==> config.mk <==
export PLATFORM = sky130hd
export DESIGN_NAME = bipolar_burst_pulse_generator_flat
export DESIGN_NICKNAME = d
export VERILOG_FILES = /design/src/rtl/bbpg_pkg.sv /design/src/rtl/bbpg_ifs.sv /design/src/rtl/bbpg_cfg.sv /design/src/rtl/bbpg_core.sv /design/src/rtl/bbpg_obuf.sv /design/src/rtl/bipolar_burst_pulse_generator.sv /design/src/flat_wrapper.sv
export SDC_FILE = /design/constraint.sdc
export NUM_CORES = 2
export LEC_CHECK = 0
export ABC_CLOCK_PERIOD_IN_PS = 17800
export BUFFER_PORTS_ARGS = -buffer_cell sky130_fd_sc_hd__buf_2
export CAP_MARGIN = 10
export CORE_MARGIN = 4
export CORE_UTILIZATION = 30
export CTS_CLUSTER_DIAMETER = 200
export CTS_CLUSTER_SIZE = 30
export DETAILED_ROUTE_END_ITERATION = 6
export MAX_ROUTING_LAYER = met4
export SYNTH_ARGS = -nofsm -noshare
export SYNTH_HDL_FRONTEND = slang
export SYNTH_SLANG_ARGS = --single-unit
==> constraint.sdc <==
create_clock -name i_clk -period 17.8 [get_ports i_clk]
set_input_delay 2.67 -clock i_clk [delete_from_list [all_inputs] [get_ports i_clk]]
set_output_delay 2.67 -clock i_clk [all_outputs]
set_load 0.03 [all_outputs]
==> src/rtl/bbpg_pkg.sv <==
// Shared widths, register indices, mode codes and beat types of the pulse generator.
package bbpg_pkg;

    localparam int CFG_IDX_W  = 3;
    localparam int CFG_DATA_W = 20;
    localparam int TIMER_W    = 20;
    localparam int DUR_W      = 16;
    localparam int MODE_W     = 2;
    localparam int PINS_W     = 4;

    localparam logic [CFG_IDX_W-1:0] REG_ENABLE  = 3'd0;
    localparam logic [CFG_IDX_W-1:0] REG_MODE    = 3'd1;
    localparam logic [CFG_IDX_W-1:0] REG_CARRIER = 3'd2;
    localparam logic [CFG_IDX_W-1:0] REG_DEAD    = 3'd3;
    localparam logic [CFG_IDX_W-1:0] REG_PULSES  = 3'd4;
    localparam logic [CFG_IDX_W-1:0] REG_GAP     = 3'd5;
    localparam logic [CFG_IDX_W-1:0] REG_CYCLE   = 3'd6;

    localparam logic [MODE_W-1:0] MODE_ALT       = 2'd0;
    localparam logic [MODE_W-1:0] MODE_SYNC      = 2'd1;
    localparam logic [MODE_W-1:0] MODE_BLANK     = 2'd2;
    localparam logic [MODE_W-1:0] MODE_ALT_ALIAS = 2'd3;

    localparam logic [TIMER_W-1:0] CYCLE_RESET   = 20'd1000000;
    localparam logic [TIMER_W-1:0] MS_REST_RESET = 20'd1000000;

    // Whole milliseconds via reciprocal: floor(x / 1000) = (x * 1073742) >> 30 for 20-bit x.
    localparam int MS_RECIP_W = 21;
    localparam logic [MS_RECIP_W-1:0] MS_RECIP = 21'd1073742;
    localparam int MS_SHIFT = 30;
    localparam int MS_Q_W   = 11;

    typedef struct packed {
        logic                enable;
        logic [MODE_W-1:0]   mode;
        logic [DUR_W-1:0]    dead;
        logic [DUR_W-1:0]    half;
        logic [DUR_W-1:0]    pulses;
        logic [DUR_W-1:0]    gap;
        logic [TIMER_W-1:0]  cycle;
        logic [TIMER_W-1:0]  ms_rest;
    } t_cfg;

    typedef struct packed {
        logic [PINS_W-1:0] pins;
        logic              start;
    } t_result;

endpackage

==> src/rtl/bbpg_ifs.sv <==
// Valid/ready channel interfaces for the tick input and the pin level output.
interface bbpg_in_if;
    logic valid;
    logic ready;
    logic tick;

    modport source (output valid, output tick, input ready);
    modport sink (input valid, input tick, output ready);
endinterface

interface bbpg_out_if;
    logic valid;
    logic ready;
    logic group1_pos;
    logic group1_neg;
    logic group2_pos;
    logic group2_neg;
    logic cycle_start;

    modport source (
        output valid, output group1_pos, output group1_neg,
        output group2_pos, output group2_neg, output cycle_start,
        input ready
    );
    modport sink (
        input valid, input group1_pos, input group1_neg,
        input group2_pos, input group2_neg, input cycle_start,
        output ready
    );
endinterface

==> src/rtl/bbpg_cfg.sv <==
// Configuration registers with the derived half phase and millisecond rest.
module bbpg_cfg (
    input  logic                               i_clk,
    input  logic                               i_rst_n,
    input  logic                               i_we,
    input  logic [bbpg_pkg::CFG_IDX_W-1:0]     i_idx,
    input  logic [bbpg_pkg::CFG_DATA_W-1:0]    i_data,
    output bbpg_pkg::t_cfg                     o_cfg
);
    import bbpg_pkg::*;

    logic                  r_enable;
    logic [MODE_W-1:0]     r_mode;
    logic [DUR_W-1:0]      r_carrier;
    logic [DUR_W-1:0]      r_dead;
    logic [DUR_W-1:0]      r_pulses;
    logic [DUR_W-1:0]      r_gap;
    logic [TIMER_W-1:0]    r_cycle;
    logic [TIMER_W-1:0]    r_ms_rest;

    logic [TIMER_W+MS_RECIP_W-1:0] w_prod;
    logic [MS_Q_W-1:0]             w_ms_q;
    logic [TIMER_W:0]              w_ms_full;
    logic [DUR_W:0]                w_twice;
    logic [DUR_W:0]                w_diff;

    assign w_prod    = (TIMER_W+MS_RECIP_W)'(i_data) * (TIMER_W+MS_RECIP_W)'(MS_RECIP);
    assign w_ms_q    = w_prod[MS_SHIFT +: MS_Q_W];
    assign w_ms_full = {w_ms_q, 10'd0} - (TIMER_W+1)'({w_ms_q, 4'd0})
                       - (TIMER_W+1)'({w_ms_q, 3'd0});

    always_ff @(posedge i_clk) begin
        if (!i_rst_n) begin
            r_enable  <= 1'b0;
            r_mode    <= MODE_ALT;
            r_carrier <= '0;
            r_dead    <= '0;
            r_pulses  <= '0;
            r_gap     <= '0;
            r_cycle   <= CYCLE_RESET;
            r_ms_rest <= MS_REST_RESET;
        end else if (i_we) begin
            unique case (i_idx)
                REG_ENABLE:  r_enable  <= i_data[0];
                REG_MODE:    r_mode    <= i_data[MODE_W-1:0];
                REG_CARRIER: r_carrier <= i_data[DUR_W-1:0];
                REG_DEAD:    r_dead    <= i_data[DUR_W-1:0];
                REG_PULSES:  r_pulses  <= i_data[DUR_W-1:0];
                REG_GAP:     r_gap     <= i_data[DUR_W-1:0];
                REG_CYCLE: begin
                    r_cycle   <= i_data[TIMER_W-1:0];
                    r_ms_rest <= w_ms_full[TIMER_W-1:0];
                end
                default: begin
                end
            endcase
        end
    end

    assign w_twice = {r_dead, 1'b0};
    assign w_diff  = {1'b0, r_carrier} - w_twice;

    always_comb begin
        o_cfg         = '0;
        o_cfg.enable  = r_enable;
        o_cfg.mode    = r_mode;
        o_cfg.dead    = r_dead;
        o_cfg.half    = ({1'b0, r_carrier} > w_twice) ? w_diff[DUR_W:1] : '0;
        o_cfg.pulses  = r_pulses;
        o_cfg.gap     = r_gap;
        o_cfg.cycle   = r_cycle;
        o_cfg.ms_rest = r_ms_rest;
    end

endmodule

==> src/rtl/bbpg_core.sv <==
// Segment state of the pulse sequence and its single-pass update per tick.
module bbpg_core (
    input  logic               i_clk,
    input  logic               i_rst_n,
    input  bbpg_pkg::t_cfg     i_cfg,
    input  logic               i_step,
    input  logic               i_tick,
    output bbpg_pkg::t_result  o_result
);
    import bbpg_pkg::*;

    localparam logic [2:0] PH_IDLE = 3'd0;
    localparam logic [2:0] PH_POS  = 3'd1;
    localparam logic [2:0] PH_DEAD = 3'd2;
    localparam logic [2:0] PH_NEG  = 3'd3;
    localparam logic [2:0] PH_GAP  = 3'd4;
    localparam logic [2:0] PH_REST = 3'd5;

    // No tick ever passes more than seven empty segments.
    localparam int RESOLVE_STEPS = 8;

    typedef struct packed {
        logic [2:0]          phase;
        logic                group;
        logic [DUR_W-1:0]    count;
        logic [TIMER_W-1:0]  timer;
        logic [TIMER_W-1:0]  elapsed;
        logic [MODE_W-1:0]   cmode;
    } t_seg;

    t_seg                r_seg;
    logic [PINS_W-1:0]   r_pins;
    t_seg                n_seg;
    logic [PINS_W-1:0]   n_pins;

    t_seg                w_seg;
    logic                w_start;
    logic                w_empty;
    logic                w_done;
    logic [PINS_W-1:0]   w_pins;
    logic                w_pos;
    logic                w_neg;
    logic                w_g1;
    logic                w_g2;

    function automatic t_seg burst_end(t_seg s, t_cfg c);
        t_seg r;
        r = s;
        if (s.cmode == MODE_ALT && !s.group) begin
            r.phase = PH_GAP;
            r.timer = TIMER_W'(c.gap);
        end else if (s.cmode == MODE_ALT) begin
            r.phase = PH_REST;
            r.timer = (c.cycle > s.elapsed) ? c.cycle - s.elapsed : '0;
        end else begin
            r.phase = PH_REST;
            r.timer = c.ms_rest;
        end
        return r;
    endfunction

    function automatic t_seg burst_begin(t_seg s, t_cfg c);
        t_seg r;
        r = s;
        r.count = '0;
        if (c.pulses == '0 || (c.half == '0 && c.dead == '0)) begin
            r.count = c.pulses;
            r = burst_end(r, c);
        end else begin
            r.phase = PH_POS;
            r.timer = TIMER_W'(c.half);
        end
        return r;
    endfunction

    function automatic t_seg cycle_begin(t_seg s, t_cfg c);
        t_seg r;
        r = s;
        r.cmode   = (c.mode == MODE_ALT_ALIAS) ? MODE_ALT : c.mode;
        r.group   = 1'b0;
        r.elapsed = '0;
        if (r.cmode == MODE_BLANK) begin
            r.phase = PH_REST;
            r.timer = c.ms_rest;
        end else begin
            r = burst_begin(r, c);
        end
        return r;
    endfunction

    function automatic t_seg advance(t_seg s, t_cfg c);
        t_seg r;
        r = s;
        unique case (s.phase)
            PH_POS: begin
                r.phase = PH_DEAD;
                r.timer = TIMER_W'(c.dead);
            end
            PH_DEAD: begin
                r.phase = PH_NEG;
                r.timer = TIMER_W'(c.half);
            end
            PH_NEG: begin
                // With no half phase and no dead time the remaining pulses are all empty.
                if (c.half == '0 && c.dead == '0) begin
                    r = burst_end(s, c);
                end else begin
                    r.count = s.count + DUR_W'(1);
                    if (r.count < c.pulses) begin
                        r.phase = PH_POS;
                        r.timer = TIMER_W'(c.half);
                    end else begin
                        r = burst_end(r, c);
                    end
                end
            end
            PH_GAP: begin
                r.group   = 1'b1;
                r.elapsed = '0;
                r = burst_begin(r, c);
            end
            default: begin
                r = cycle_begin(s, c);
            end
        endcase
        return r;
    endfunction

    always_comb begin
        w_seg   = r_seg;
        w_start = 1'b0;
        w_empty = 1'b0;
        w_done  = 1'b0;
        if (w_seg.phase == PH_IDLE) begin
            w_seg   = cycle_begin(w_seg, i_cfg);
            w_start = 1'b1;
        end
        for (int k = 0; k < RESOLVE_STEPS; k++) begin
            if (!w_done) begin
                if (w_seg.timer != '0) begin
                    w_done = 1'b1;
                end else if (w_start && w_seg.phase == PH_REST) begin
                    w_empty = 1'b1;
                    w_done  = 1'b1;
                end else begin
                    if (w_seg.phase == PH_REST) begin
                        w_start = 1'b1;
                    end
                    w_seg = advance(w_seg, i_cfg);
                end
            end
        end

        w_pos = (w_seg.phase == PH_POS);
        w_neg = (w_seg.phase == PH_NEG);
        w_g1  = (w_seg.cmode == MODE_SYNC) || !w_seg.group;
        w_g2  = (w_seg.cmode == MODE_SYNC) || w_seg.group;
        w_pins = '0;
        if (!w_empty) begin
            w_pins      = {w_neg & w_g2, w_pos & w_g2, w_neg & w_g1, w_pos & w_g1};
            w_seg.timer = w_seg.timer - TIMER_W'(1);
        end
        if (w_seg.elapsed != '1) begin
            w_seg.elapsed = w_seg.elapsed + TIMER_W'(1);
        end
    end

    always_comb begin
        n_seg  = r_seg;
        n_pins = r_pins;
        o_result.pins  = r_pins;
        o_result.start = 1'b0;
        if (!i_cfg.enable) begin
            n_seg.phase   = PH_IDLE;
            n_seg.group   = 1'b0;
            n_seg.count   = '0;
            n_seg.timer   = '0;
            n_seg.elapsed = '0;
            n_pins        = '0;
            o_result.pins = '0;
        end else if (i_tick) begin
            n_seg          = w_seg;
            n_pins         = w_pins;
            o_result.pins  = w_pins;
            o_result.start = w_start;
        end
    end

    always_ff @(posedge i_clk) begin
        if (!i_rst_n) begin
            r_seg  <= '0;
            r_pins <= '0;
        end else if (i_step) begin
            r_seg  <= n_seg;
            r_pins <= n_pins;
        end
    end

    a_resolve_bounded: assert property (@(posedge i_clk) disable iff (!i_rst_n)
        (i_step && i_cfg.enable && i_tick) |-> w_done)
        else $error("segment chain not settled within the resolve steps");

    a_pins_exclusive: assert property (@(posedge i_clk) disable iff (!i_rst_n)
        !(r_pins[0] && r_pins[1]) && !(r_pins[2] && r_pins[3]))
        else $error("positive and negative pins of one group driven together");

    a_idle_quiet: assert property (@(posedge i_clk) disable iff (!i_rst_n)
        (r_seg.phase == PH_IDLE) |-> (r_pins == '0))
        else $error("pins driven while idle");

endmodule

==> src/rtl/bbpg_obuf.sv <==
// Two-entry output buffer holding result beats for the output channel.
module bbpg_obuf (
    input  logic               i_clk,
    input  logic               i_rst_n,
    input  logic               i_push,
    input  bbpg_pkg::t_result  i_data,
    output logic               o_ready,
    bbpg_out_if.source         o_out
);
    import bbpg_pkg::*;

    logic     r_out_valid;
    logic     r_skid_valid;
    t_result  r_out;
    t_result  r_skid;
    logic     n_out_valid;
    logic     n_skid_valid;
    t_result  n_out;
    t_result  n_skid;
    logic     w_pop;

    assign w_pop   = r_out_valid & o_out.ready;
    assign o_ready = !r_skid_valid;

    always_comb begin
        n_out_valid  = r_out_valid;
        n_skid_valid = r_skid_valid;
        n_out        = r_out;
        n_skid       = r_skid;
        if (w_pop || !r_out_valid) begin
            if (r_skid_valid) begin
                n_out_valid  = 1'b1;
                n_out        = r_skid;
                n_skid_valid = i_push;
                n_skid       = i_data;
            end else begin
                n_out_valid = i_push;
                n_out       = i_data;
            end
        end else if (i_push) begin
            n_skid_valid = 1'b1;
            n_skid       = i_data;
        end
    end

    always_ff @(posedge i_clk) begin
        if (!i_rst_n) begin
            r_out_valid  <= 1'b0;
            r_skid_valid <= 1'b0;
        end else begin
            r_out_valid  <= n_out_valid;
            r_skid_valid <= n_skid_valid;
        end
    end

    always_ff @(posedge i_clk) begin
        r_out  <= n_out;
        r_skid <= n_skid;
    end

    assign o_out.valid       = r_out_valid;
    assign o_out.group1_pos  = r_out.pins[0];
    assign o_out.group1_neg  = r_out.pins[1];
    assign o_out.group2_pos  = r_out.pins[2];
    assign o_out.group2_neg  = r_out.pins[3];
    assign o_out.cycle_start = r_out.start;

    a_skid_behind_out: assert property (@(posedge i_clk) disable iff (!i_rst_n)
        r_skid_valid |-> r_out_valid)
        else $error("second entry full while the output entry is empty");

    a_skid_fill_on_stall: assert property (@(posedge i_clk) disable iff (!i_rst_n)
        $rose(r_skid_valid) |-> $past(r_out_valid && !o_out.ready))
        else $error("second entry filled without an output stall");

    a_refill_after_pop: assert property (@(posedge i_clk) disable iff (!i_rst_n)
        (w_pop && r_skid_valid) |=> r_out_valid)
        else $error("waiting beat lost after output taken");

endmodule

==> src/rtl/bipolar_burst_pulse_generator.sv <==
// Top level of the bipolar burst pulse generator.
//
//  Channel  Direction  Beat contents                                   Handshake
//  i_in     in         tick                                            valid/ready
//  o_out    out        group1_pos group1_neg group2_pos group2_neg     valid/ready
//                      cycle_start
//  i_cfg_*  in         register index and data                         write enable
//
// One beat is accepted per clock cycle while ready is high; its result is buffered.
// The whole segment update for a tick is settled in one pass through the state logic.
// A two-entry output buffer lets input beats be taken while a result waits.
// Input ready falls only when both buffer entries are full.
// Reset is synchronous and active low; there is no clearing pass.
module bipolar_burst_pulse_generator (
    input  logic                               i_clk,
    input  logic                               i_rst_n,
    bbpg_in_if.sink                            i_in,
    bbpg_out_if.source                         o_out,
    input  logic                               i_cfg_we,
    input  logic [bbpg_pkg::CFG_IDX_W-1:0]     i_cfg_idx,
    input  logic [bbpg_pkg::CFG_DATA_W-1:0]    i_cfg_data
);
    import bbpg_pkg::*;

    t_cfg     w_cfg;
    t_result  w_result;
    logic     w_ready;
    logic     w_step;

    assign i_in.ready = w_ready;
    assign w_step     = i_in.valid & w_ready;

    bbpg_cfg u_cfg (
        .i_clk   (i_clk),
        .i_rst_n (i_rst_n),
        .i_we    (i_cfg_we),
        .i_idx   (i_cfg_idx),
        .i_data  (i_cfg_data),
        .o_cfg   (w_cfg)
    );

    bbpg_core u_core (
        .i_clk    (i_clk),
        .i_rst_n  (i_rst_n),
        .i_cfg    (w_cfg),
        .i_step   (w_step),
        .i_tick   (i_in.tick),
        .o_result (w_result)
    );

    bbpg_obuf u_obuf (
        .i_clk   (i_clk),
        .i_rst_n (i_rst_n),
        .i_push  (w_step),
        .i_data  (w_result),
        .o_ready (w_ready),
        .o_out   (o_out)
    );

endmodule

==> src/flat_wrapper.sv <==
// flat-port wrapper written by rule: the top's interface ports become plain ports
module bipolar_burst_pulse_generator_flat import bbpg_pkg::*;
  (i_clk, i_rst_n, i_cfg_we, i_cfg_idx, i_cfg_data, i_in_valid, i_in_tick, i_in_ready, o_out_valid, o_out_group1_pos, o_out_group1_neg, o_out_group2_pos, o_out_group2_neg, o_out_cycle_start, o_out_ready);
  bbpg_in_if i_in_i ();
  bbpg_out_if o_out_i ();
  input  logic i_clk;
  input  logic i_rst_n;
  input  logic i_cfg_we;
  input  logic [bbpg_pkg::CFG_IDX_W-1:0] i_cfg_idx;
  input  logic [bbpg_pkg::CFG_DATA_W-1:0] i_cfg_data;
  input wire logic [$bits(i_in_i.valid)-1:0] i_in_valid;
  input wire logic [$bits(i_in_i.tick)-1:0] i_in_tick;
  output wire logic [$bits(i_in_i.ready)-1:0] i_in_ready;
  output wire logic [$bits(o_out_i.valid)-1:0] o_out_valid;
  output wire logic [$bits(o_out_i.group1_pos)-1:0] o_out_group1_pos;
  output wire logic [$bits(o_out_i.group1_neg)-1:0] o_out_group1_neg;
  output wire logic [$bits(o_out_i.group2_pos)-1:0] o_out_group2_pos;
  output wire logic [$bits(o_out_i.group2_neg)-1:0] o_out_group2_neg;
  output wire logic [$bits(o_out_i.cycle_start)-1:0] o_out_cycle_start;
  input wire logic [$bits(o_out_i.ready)-1:0] o_out_ready;
  assign i_in_i.valid = i_in_valid;
  assign i_in_i.tick = i_in_tick;
  assign i_in_ready = i_in_i.ready;
  assign o_out_valid = o_out_i.valid;
  assign o_out_group1_pos = o_out_i.group1_pos;
  assign o_out_group1_neg = o_out_i.group1_neg;
  assign o_out_group2_pos = o_out_i.group2_pos;
  assign o_out_group2_neg = o_out_i.group2_neg;
  assign o_out_cycle_start = o_out_i.cycle_start;
  assign o_out_i.ready = o_out_ready;
  bipolar_burst_pulse_generator u_core (.i_clk(i_clk), .i_rst_n(i_rst_n), .i_in(i_in_i), .o_out(o_out_i), .i_cfg_we(i_cfg_we), .i_cfg_idx(i_cfg_idx), .i_cfg_data(i_cfg_data));
endmodule
==> impl_metrics.ini <==
[cells_and_area]
syn2layout_area_growth_pct = 41.2
multi_input_area_sq_um = 34700
regArea_sq_um = 3750
fin_area_sq_um = 54900
drive_above_1_share = 0.310
num-fill-cells = 13200
fin_nets = 7352

[logic_synthesis]
synth_seq_cells = 182
synth_area_leader_cell = ha_1
synth.avg_cell_area_sq_um = 7.06
yosysTopAreaCellShare = 0.138
synth-warning-count = 0
synth_edf_count = 10
syn_area_sq_um = 38900
synth_nets = 6061
syn_inst = 5508
synth_area_leaders = ha_1, dfxtp_1, nand2_1, fa_1, a21oi_1
async_flop_share = 0
synth_flop_cell = dfxtp_1
ys_seq_area_frac = 0.0963
ys_types = 122

[job]
drv_cap = 1

[routing]
initialDrtViolationCount = 7484
routedWlPerCell_microns = 32.0
via_per_inst = 6.23
num_vias = 53300
postRouteAntennaNets = 0
drc = 4
wl_microns = 274000
dr.pass1.iters = 7

[timing]
max_freq_ghz = 0.0545
hold_viol_final = 0
relSlewSlack = 0.00252
whs_ns = 0.480
fin_skew_ns = 0.0510
min_period_over_period = 1.03
setup_viol = 25
fin_ws_ns = -0.561
slew_violations = 0
tightestPinTransition_ns = 1.48
min_period_ns = 18.36
rsz0062_at_grt = true

[hold_path]
min_to = u_core.u_cfg.r_carrier[1]
min_path_cells = 2
hold_start = u_core.u_cfg.r_carrier[1]
min_path_type = flip-flop to flip-flop

[clock_network]
clockBufferDepth = 2
cts_buffers = 17
htree_levels = 4
insertion_delay_ns = 0.60
cts_tree = built
cts_root_buf = clkbuf_16
cts.sinks = 182
clk_pin_slew_worst_paths_ns = 0.10

[worst_setup_path]
slowest_delay_ns = 0.51
crit_path_top_delay_cell = a2111o_1
worstPathRequired_ns = 18.26
ff2ff_path_depth = 100
crit_type = flip-flop to flip-flop
crit_family = simple AND/OR/NAND/NOR gates
cp_num_buf_inv = 37
crit_fanout = 9
crit_path_end_kind = flip-flop
reg2reg_slack_ns = -0.56
worst_r2r_endpoint = u_core.u_core.r_seg[39]
startpoint_type = flip-flop
critPathArrivalTime_ns = 18.82
cpMostUsedCell = buf_4
r2r-start = u_core.u_cfg.r_carrier[1]

[global_routing]
antenna_found_initial = 22
gr-total-overflow = 0
grt_pass1_vias = 50100
track_usage = 0.400
grt_max_degree = 85
grt_pass1_wl_microns = 380000

[die]
die_area_sq_um = 135000
die_h_microns = 368
core_area_sq_um = 128000
rows = 131
io_pins = 36
die_w_microns = 368
initial_core_util = 0.303

[run_status]
violations = design-rule violations, max-capacitance violations, negative setup slack
status = finished with violations

[placement]
globalplace.congestion = 1.20
dp_hpwl_microns = 222000
place_area_sq_um = 51300
io_buffer_count = 35

[power_and_ir_drop]
power_leakage_nw = 23.9
power_density_nw_per_um2 = 160
ir_worst_vdd_v = 0.000206
sequential cells by signal, summed over array words and instances, names as in the netlist, 2 cells and up:
name / flops
u_core.u_cfg.r_cycle: 20
u_core.u_cfg.r_pulses: 16
u_core.u_obuf.r_skid: 5
u_core.u_cfg.r_carrier: 16
u_core.u_cfg.r_ms_rest: 17
u_core.u_core.r_pins: 4
u_core.u_cfg.r_dead: 16
u_core.u_core.r_seg: 62
u_core.u_cfg.r_mode: 2
u_core.u_cfg.r_gap: 16
cell usage in the layout, fill, tap and decap left out, types with 27 or more instances in the layout:
cell	instances
nor2b_1	94
nand4_1	76
o21ai_0	260
o22ai_1	44
o31ai_1	38
buf_2	34
inv_1	313
ha_1	416
xor2_1	74
dfxtp_1	167
nand2b_1	69
buf_4	1527
a21o_1	144
nor3_1	104
nand2_1	732
a211oi_1	83
and3_1	32
nor2_1	337
nor4_1	41
a22oi_1	63
mux2i_1	35
a221oi_1	35
o21a_1	45
buf_6	30
and2_1	57
a31oi_1	57
fa_1	95
a32oi_1	27
o211ai_1	71
a21boi_0	107
a21oi_1	352
a211o_1	38
o21ai_1	63
nand3_1	123
or3_1	29
xnor2_1	100
final cells by class:
class,instances,area share
antenna,16,0.000729
tap,1729,0.0394
timing repair buffer,1611,0.225
clock buffer,17,0.00775
multi-input combinational,4666,0.632
sequential,182,0.0683
inverter,321,0.0219
clock inverter,15,0.00431
report_power, final:
group	internal (W)	leakage, nW	switching (W)
logic	0.00325	22.1	0.00462
clock network	0.000202	0.319	0.000266
registers	0.000426	1.49	0.0000339
cells in the mapped netlist (70+ instances only):
cell      count
dfxtp_1     172
nor2_1      360
nor2b_1      98
fa_1         96
clkbuf_1    237
a21oi_1     383
nand2_1     748
nand3_1     141
inv_1       318
nand2b_1     70
o21ai_0     306
a21o_1      145
nand4_1      76
xnor2_1     105
o211ai_1     71
xor2_1       77
a211oi_1     94
nor3_1      131
ha_1        428
a21boi_0    112
cell families (layout without fill, tap and decap cells):
| logic type | Yosys count | after routing | synth area share |
|---|---|---|---|
| buf+inv | 661 | 1964 | 0.0687 |
| fa+ha+maj | 524 | 524 | 0.187 |
| compound gates | 1913 | 1913 | 0.341 |
| other cells | 0 | 16 | 0 |
| flops | 182 | 182 | 0.0963 |
| simple gates | 1988 | 1989 | 0.251 |
| mux | 58 | 58 | 0.0154 |
| xor+xnor | 182 | 182 | 0.0410 |
how the worst max path moves through the flow:
stage	start	slack [ns]	cells past startpoint	to
6_report	u_core.u_cfg.r_carrier[1]	-0.56	100	u_core.u_core.r_seg[39]
5_1_grt	u_core.u_cfg.r_dead[7]	-1.12	96	u_core.u_core.r_seg[25]
4_1_cts	u_core.u_cfg.r_carrier[1]	-0.10	85	u_core.u_core.r_seg[39]
3_5_place_dp	u_core.u_cfg.r_carrier[1]	-1.96	78	u_core.u_core.r_seg[25]
3_3_place_gp	u_core.u_cfg.r_carrier[1]	-1.83	77	u_core.u_core.r_seg[25]
2_1_floorplan	u_core.u_cfg.r_dead[3]	0.004	75	u_core.u_core.r_seg[39]
worst min-delay path: cells and delay by family, from the launching register on:
kind / cells / cell delay [ns]
flip-flops: 1 / 0.33
AO/OA/AOI/OAI: 1 / 0.06
AND/OR/NAND/NOR: 1 / 0.05
timing repair:
action	in CTS	in global routing
gates resized for setup	250	177
endpoints found under the setup margin	38	37
buffers inserted	96	41
pin swaps	119	107
hold buffers	0	0
gates cloned	3	0
stage by stage:
step / total power [W] / cells / worst slack, ns / util / setup TNS [ns]
after floorplan: 0.00395 / 5508 / 0.00391 / - / 0
after global placement: 0.00723 / 8374 / -1.83 / 0.400 / -48.75
after detailed placement: 0.00725 / 8374 / -1.96 / 0.400 / -52.72
after CTS: 0.00824 / 8505 / -0.104 / 0.420 / -0.647
after global routing: 0.00916 / 8554 / -1.12 / 0.428 / -27.73
final: 0.00880 / 8557 / -0.561 / 0.428 / -11.05
per-layer routing:
layer	share of wire	GRT usage	wire length (microns)	up-vias
li1	-	-	-	23100
met1	0.40	0.498	109000	25600
met2	0.39	0.551	107000	3542
met3	0.11	0.104	30600	1039
met4	0.098	0.293	26700	0
met5	0	-	0	-
(Power assumes the default switching activity.)
